File: config.mk
export PLATFORM = sky130hd
export DESIGN_NAME = led_breathing_fader
export DESIGN_NICKNAME = d
export VERILOG_FILES = /design/src/hw/rtl/lbf_pkg.sv /design/src/hw/rtl/led_breathing_fader.sv
export SDC_FILE = /design/constraint.sdc
export NUM_CORES = 1
export LEC_CHECK = 0
export ABC_AREA = 1
export ABC_CLOCK_PERIOD_IN_PS = 3150
export BUFFER_PORTS_ARGS = -buffer_cell sky130_fd_sc_hd__buf_2
export CORE_MARGIN = 1
export CORE_UTILIZATION = 35
export CTS_BUF_LIST = sky130_fd_sc_hd__clkbuf_8
export CTS_CLUSTER_DIAMETER = 200
export DETAILED_ROUTE_END_ITERATION = 8
export GPL_ROUTABILITY_DRIVEN = 0
export HOLD_SLACK_MARGIN = 0.12
export PLACE_DENSITY_LB_ADDON = 0.12
export RECOVER_POWER = 100
export SYNTH_ARGS = -nofsm -noshare
export SYNTH_HDL_FRONTEND = slang
export SYNTH_SLANG_ARGS = --single-unit
File: constraint.sdc
create_clock -name clk -period 3.15 [get_ports clk]
set_clock_uncertainty 0.2 [all_clocks]
set_input_delay 0.63 -clock clk [delete_from_list [all_inputs] [get_ports clk]]
set_output_delay 0.63 -clock clk [all_outputs]
set_load 0.02 [all_outputs]
File: src/hw/rtl/lbf_pkg.sv
// shared types and constants for the led breathing fader
`timescale 1ns / 1ps
`default_nettype none

package lbf_pkg;

  // full-scale duty and pause length in ticks
  localparam logic [9:0] FULL_SCALE  = 10'd1000;
  localparam logic [7:0] PAUSE_TICKS = 8'd200;

  // ramp segment breakpoints on the pre-step level
  localparam logic [9:0] BP_100 = 10'd100;
  localparam logic [9:0] BP_200 = 10'd200;
  localparam logic [9:0] BP_300 = 10'd300;
  localparam logic [9:0] BP_700 = 10'd700;

  // dwell lengths per step
  localparam logic [7:0] DWELL_7 = 8'd7;
  localparam logic [7:0] DWELL_5 = 8'd5;
  localparam logic [7:0] DWELL_3 = 8'd3;
  localparam logic [7:0] DWELL_1 = 8'd1;

  // command codes carried in the mode field
  localparam logic [2:0] MODE_TICK     = 3'd0;
  localparam logic [2:0] MODE_FADE_ON  = 3'd1;
  localparam logic [2:0] MODE_FADE_OFF = 3'd2;
  localparam logic [2:0] MODE_FLASH    = 3'd3;
  localparam logic [2:0] MODE_STOP     = 3'd4;
  localparam logic [2:0] MODE_SET      = 3'd5;

  // input beat
  typedef struct packed {
    logic [2:0] mode;
    logic [9:0] start_level;
  } cmd_t;

  // result beat
  typedef struct packed {
    logic [9:0] duty;
    logic       lit;
    logic       busy_res;
  } res_t;

endpackage

`default_nettype wire

File: src/hw/rtl/led_breathing_fader.sv
// led breathing fader: duty ramps, flash sequencer and result buffering
//
// Usage: every beat on the cmd channel is either a timer tick or a command
// (fade on, fade off, flash, stop flash, set level). Each accepted cmd beat
// produces exactly one res beat carrying the duty level after that beat,
// the lit flag and a busy flag for a running ramp, pause or flash sequence.
// Both channels use valid/ready; a beat moves when valid and ready are high
// at a rising edge of clk.
// A result is registered into res, or into the skid register while res stalls.
// Throughput: one cmd beat per cycle while cmd_ready is high; each fader state
// update is a single registered step, so back-to-back ticks run at full rate.
// Stall: a two-entry output buffer (result register plus skid register)
// lets one more beat in while a result waits; cmd_ready drops only once
// both entries are full, and returns in the cycle after res is taken.
// Reset: rst (synchronous, active high) returns the fader to level 0, unlit,
// idle with no flash, and empties the output buffer.
`timescale 1ns / 1ps
`default_nettype none

module led_breathing_fader (
  input  wire          clk,
  input  wire          rst,
  input  wire          cmd_valid,
  output logic         cmd_ready,
  input  wire lbf_pkg::cmd_t cmd,
  output logic         res_valid,
  input  wire          res_ready,
  output lbf_pkg::res_t res
);

  // fader phase codes
  localparam logic [2:0] PH_IDLE       = 3'd0;
  localparam logic [2:0] PH_UP         = 3'd1;
  localparam logic [2:0] PH_DOWN       = 3'd2;
  localparam logic [2:0] PH_PAUSE      = 3'd3;
  localparam logic [2:0] PH_DOWN_FIRST = 3'd4;

  typedef struct packed {
    logic [9:0] level;
    logic [7:0] dwell;
    logic [2:0] phase;
    logic       lit;
    logic       flash;
    logic       stop;
  } fade_st_t;

  fade_st_t      st;
  fade_st_t      st_next;
  lbf_pkg::res_t res_next;
  lbf_pkg::res_t skid;
  logic          skid_valid;
  logic          cmd_fire;
  logic [9:0]    start_sat;

  // dwell after an upward step, from the pre-step level
  function automatic logic [7:0] dwell_up(input logic [9:0] v);
    if (v <= lbf_pkg::BP_100)      return lbf_pkg::DWELL_7;
    else if (v <= lbf_pkg::BP_300) return lbf_pkg::DWELL_5;
    else if (v <= lbf_pkg::BP_700) return lbf_pkg::DWELL_3;
    else                           return lbf_pkg::DWELL_1;
  endfunction

  // dwell after a downward step, from the pre-step level
  function automatic logic [7:0] dwell_down(input logic [9:0] v);
    if (v <= lbf_pkg::BP_100)      return lbf_pkg::DWELL_7;
    else if (v <= lbf_pkg::BP_200) return lbf_pkg::DWELL_5;
    else if (v <= lbf_pkg::BP_300) return lbf_pkg::DWELL_3;
    else                           return lbf_pkg::DWELL_1;
  endfunction

  // end of a ramp: set lit, then idle, stop the flash or start a pause
  function automatic fade_st_t finish_ramp(input fade_st_t s, input logic up);
    fade_st_t r;
    r = s;
    r.lit = up;
    if (!r.flash) begin
      r.phase = PH_IDLE;
      r.dwell = '0;
    end else if (r.phase != PH_DOWN_FIRST && r.stop) begin
      r.flash = 1'b0;
      r.stop  = 1'b0;
      r.phase = PH_IDLE;
      r.dwell = '0;
    end else begin
      r.phase = PH_PAUSE;
      r.dwell = lbf_pkg::PAUSE_TICKS;
    end
    return r;
  endfunction

  // one ramp step from v, or finish when the end level is reached
  function automatic fade_st_t ramp_from(input fade_st_t s, input logic [9:0] v,
                                         input logic [2:0] ph);
    fade_st_t r;
    r = s;
    r.phase = ph;
    if (ph == PH_UP) begin
      if (v < lbf_pkg::FULL_SCALE) begin
        r.level = v + 10'd1;
        r.dwell = dwell_up(v);
      end else begin
        r = finish_ramp(r, 1'b1);
      end
    end else begin
      if (v != 10'd0) begin
        r.level = v - 10'd1;
        r.dwell = dwell_down(v);
      end else begin
        r = finish_ramp(r, 1'b0);
      end
    end
    return r;
  endfunction

  // handshake: room while the skid entry is free
  assign cmd_ready = !skid_valid;
  assign cmd_fire  = cmd_valid && cmd_ready;

  // start level saturates at full scale
  assign start_sat = (cmd.start_level > lbf_pkg::FULL_SCALE) ?
                     lbf_pkg::FULL_SCALE : cmd.start_level;

  // next fader state for the current beat
  always_comb begin
    st_next = st;
    case (cmd.mode)
      lbf_pkg::MODE_TICK: begin
        if (st.phase != PH_IDLE) begin
          if (st.dwell > 8'd1) begin
            st_next.dwell = st.dwell - 8'd1;
          end else begin
            case (st.phase)
              PH_PAUSE: begin
                if (st.lit) st_next = ramp_from(st, lbf_pkg::FULL_SCALE, PH_DOWN);
                else        st_next = ramp_from(st, 10'd0, PH_UP);
              end
              PH_UP:         st_next = ramp_from(st, st.level, PH_UP);
              PH_DOWN:       st_next = ramp_from(st, st.level, PH_DOWN);
              PH_DOWN_FIRST: st_next = ramp_from(st, st.level, PH_DOWN_FIRST);
              default: begin
                st_next.phase = PH_IDLE;
                st_next.dwell = '0;
              end
            endcase
          end
        end
      end
      lbf_pkg::MODE_FADE_ON: begin
        st_next.flash = 1'b0;
        st_next.stop  = 1'b0;
        st_next = ramp_from(st_next, start_sat, PH_UP);
      end
      lbf_pkg::MODE_FADE_OFF: begin
        st_next.flash = 1'b0;
        st_next.stop  = 1'b0;
        st_next = ramp_from(st_next, start_sat, PH_DOWN);
      end
      lbf_pkg::MODE_FLASH: begin
        st_next.flash = 1'b1;
        st_next.stop  = 1'b0;
        if (st.lit) begin
          st_next = ramp_from(st_next, lbf_pkg::FULL_SCALE, PH_DOWN_FIRST);
        end else begin
          st_next.phase = PH_PAUSE;
          st_next.dwell = lbf_pkg::PAUSE_TICKS;
        end
      end
      lbf_pkg::MODE_STOP: begin
        if (st.flash) st_next.stop = 1'b1;
      end
      lbf_pkg::MODE_SET: begin
        st_next.flash = 1'b0;
        st_next.stop  = 1'b0;
        st_next.phase = PH_IDLE;
        st_next.dwell = '0;
        st_next.level = start_sat;
        st_next.lit   = 1'b1;
      end
      default: st_next = st;
    endcase
  end

  // result beat from the updated state
  always_comb begin
    res_next.duty     = st_next.level;
    res_next.lit      = st_next.lit;
    res_next.busy_res = (st_next.phase != PH_IDLE);
  end

  // fader state register
  always_ff @(posedge clk) begin
    if (rst) begin
      st <= '0;
    end else if (cmd_fire) begin
      st <= st_next;
    end
  end

  // output register and skid entry
  always_ff @(posedge clk) begin
    if (rst) begin
      res_valid  <= 1'b0;
      skid_valid <= 1'b0;
    end else if (!res_valid || res_ready) begin
      if (skid_valid) begin
        res_valid  <= 1'b1;
        skid_valid <= 1'b0;
      end else begin
        res_valid <= cmd_fire;
      end
    end else if (cmd_fire) begin
      skid_valid <= 1'b1;
    end
  end

  // payload moves without reset
  always_ff @(posedge clk) begin
    if (!res_valid || res_ready) begin
      if (skid_valid) res <= skid;
      else if (cmd_fire) res <= res_next;
    end else if (cmd_fire) begin
      skid <= res_next;
    end
  end

  // idle fader holds no pending dwell
  a_idle_dwell: assert property (@(posedge clk) disable iff (rst)
    (st.phase == PH_IDLE) |-> (st.dwell == 8'd0))
    else $error("idle phase with nonzero dwell");

  // duty never exceeds full scale
  a_level_range: assert property (@(posedge clk) disable iff (rst)
    st.level <= lbf_pkg::FULL_SCALE)
    else $error("level above full scale");

  // a stop request only exists inside a flash sequence
  a_stop_flash: assert property (@(posedge clk) disable iff (rst)
    st.stop |-> st.flash)
    else $error("stop pending without flash");

  // the initial flash fade-down only runs with flash active
  a_first_flash: assert property (@(posedge clk) disable iff (rst)
    (st.phase == PH_DOWN_FIRST) |-> st.flash)
    else $error("first flash ramp without flash");

  // skid entry is only filled behind a waiting result
  a_skid_order: assert property (@(posedge clk) disable iff (rst)
    skid_valid |-> res_valid)
    else $error("skid full with output register empty");

  // a beat taken into a stalled output fills the skid entry
  a_skid_fill: assert property (@(posedge clk) disable iff (rst)
    (cmd_fire && res_valid && !res_ready) |=> skid_valid)
    else $error("beat lost on stalled output");

endmodule

`default_nettype wire
==> impl_metrics.yaml <==
status:
  status: "finished clean"
setup_path:
  slowest_delay_ns: 0.27
  path_cells: "buf_2 -> inv_1 -> nand2_1 -> nand2_1 -> nor2_4 -> nand2_1 -> nand2_1 -> ha_1 -> nand3_1 -> nor2_1 -> nor2_2 -> inv_1 -> nor2_1 -> nor3b_1 -> nand2_1 -> o21ai_0 -> inv_1"
  cpLargestDelayFamily: "simple AND/OR/NAND/NOR gates"
  slowest_stage: "nor3b_1"
  worst-path-max-fanout: 7
  cp_common_cell: "nand2_1"
  cp_num_buf_inv: 4
  cp-start-kind: "primary input"
  worstPathArrival_ns: 2.90
  crit_required_ns: 3.19
  crit_path_end_kind: "flip-flop"
  path_class: "in2reg"
clocking:
  htreeDepth: 2
  clock_latency_ns: 0.33
  clk_pin_slew_ns: 0.12
  clockRootBuffer: "clkbuf_8"
  clkSinkCount: 50
  cts_buffers: 5
  cts_resized: 0
  clk_path_buf_depth: 2
  cts_tree: "yes"
  cts_hold_buffers: 0
  post_cts_buffers: 0
flow_run:
  drv_cap: 0
yosys:
  synth_seq_cells: 50
  synth_area_um2: 4506
  synthFlopType: "dfxtp_1"
  syn_inst: 732
  avgSynthCellArea_um2: 6.155
  synth-edff-count: 24
  yosys_warnings: 0
  synth_seq_area_share_pct: 27.55
  synth_cell_types: 43
  async_flop_share_pct: 0
  synth.net_count: 757
route:
  first_pass_iters: 5
  wl_per_cell_um: 15.81
  dr_total_vias: 5021
  vias_per_cell: 5.302
  drc: 0
  ant_nets: 0
  drtIter0Drc: 454
  drt_wl_total_mm: 14.97
finish:
  layout.cells.non_filler: 947
  areaGrowthSynthToFinish_pct: 10.50
  design_area_um2: 4979
  layout_common_cells: "208 x nand2_1, 89 x inv_1, 80 x nor2_1"
  antenna_cells: 0
  final_common_cell: "nand2_1"
  nets: 799
  drive_gt1_share_pct: 10.06
global_routing:
  grt_max_degree: 19
  gr-max-usage-layer: "met2"
  use_met3_pct: 3.400
  overflow: 0
  grt_pass1_wl_mm: 24.16
  antenna_found_initial: 0
  grt_use_total_pct: 23.43
  gr-usage-met2_pct: 39.32
  use_met1_pct: 31.48
  grt_pass1_vias: 4713
power_and_ir_drop:
  worst_ir_drop_vdd_v: 0.0002071
  power_density_nw_per_um2: 372.8
  power_leakage_nw: 2.332
sta:
  worst_pin_slew_ns: 0.7030
  rsz0062_at_grt: "no"
  period_share_pct: 90.75
  fmax_mhz: 349.8
  setup_viol: 0
  hold_viol_final: 0
  layout_setup_ws_ns: 0.2915
  slew_viol_final: 0
  layout_min_cycle_time_ns: 2.859
  setup_tns_ns: 0
  relSlewSlack_pct: 53.14
placement:
  placed_area_um2: 4954
  dp_hpwl_mm: 11.97
  dp.cells: 939
  port_buffers: 30
  place_ws_ns: 0.03319
die:
  rows: 41
  die_area_um2: 13330
  die_x_um: 115.5
  initial_utilization_pct: 35.85
  core_um2: 12570
  die_y_um: 115.5
  io_pins: 31
min_path:
  hold_class: "reg2reg"
## worst paths after layout
kind            start       to  slack (ns)  depth (start not counted)
min reg2reg  skid[10]  res[10]        0.32                          2
max reg2reg    st[15]  res[11]        0.32                         13
max            cmd[3]   st[15]        0.29                         17
min          skid[10]  res[10]        0.32                          2
## per-layer routing
layer / wire, µm / up-vias
li1: - / 2495
met1: 6758 / 2316
met2: 7012 / 191
met3: 935 / 19
met4: 265 / 0
met5: 0 / -
## state kept, by name, summed over array words and instances, names as in the netlist
register / count
res_valid: 1
res: 12
st: 24
skid: 12
skid_valid: 1
## through the flow
step / power (mW) / util [%] / hold WS [ns]
3_5_place_dp: 1.441 / 39.41 / 0.3038
3_3_place_gp: 1.436 / 39.41 / 0.3030
4_1_cts: 1.872 / 40.19 / 0.3296
6_report: 1.856 / 39.61 / 0.3240
5_1_grt: 1.968 / 39.61 / 0.3399
2_1_floorplan: 1.236 / - / 0.2778
## synthesized netlist by cell type, types with 2 or more instances
cell type    n  area share [%]
edfxtp_1    24              16
nand3_1     69             7.7
buf_4        3            0.50
nand2_1    205              17
nor3_1      13             1.4
a31oi_1      5            0.69
o31ai_1      2            0.33
o22ai_1      2            0.28
o31ai_4      2            0.94
nor2_4       5             1.2
o21ai_1     10             1.1
o21a_1       2            0.33
a21oi_2      2            0.39
nand2_2      8             1.1
o21ai_0     41             4.6
inv_2        7            0.58
nor2_1      77             6.4
nand3_2      4            0.89
inv_1       89             7.4
nand4_1     25             3.5
o211ai_1     5            0.83
clkinv_1     2            0.17
nor2_2       8             1.1
clkbuf_1    10            0.83
a21oi_1     47             5.2
ha_1         8             2.2
dfxtp_1     26              12
xor2_1      10             1.9
buf_6        2            0.50
buf_2        6            0.67
## cells by family (layout without fill, tap and decap cells)
group                      Yosys count  count (layout)  synth area share (%)
xor gates and xnor gates            11              11                 2.138
and+or+nand+nor                    420             420                 41.63
AOI/OAI and AO/OA                  124             124                 15.80
DFF                                 50              50                 27.55
adders and majority gates            8               8                 2.222
buffers and inverters              119             162                 10.66
## area by class of cell
cell class	count	area [µm²]
clock buffer	5	68.82
clock inverter	3	28.78
fill	1420	7590
inverter	98	367.9
multi-input combinational	563	2740
sequential	50	1241
tap	172	215.2
timing repair buffer	56	316.6
## worst min-delay path, cell delays in order, from the launching register on
cell and delay [ns]:
edfxtp_1 0.33, nand2_1 0.05, nand2_1 0.05
## where the power goes
part	internal [mW]	total (mW)	switching [mW]
clock	0.167	0.436	0.269
sequential	0.741	0.798	0.0573
combinational	0.194	0.622	0.428
(Power assumes the default switching activity.)
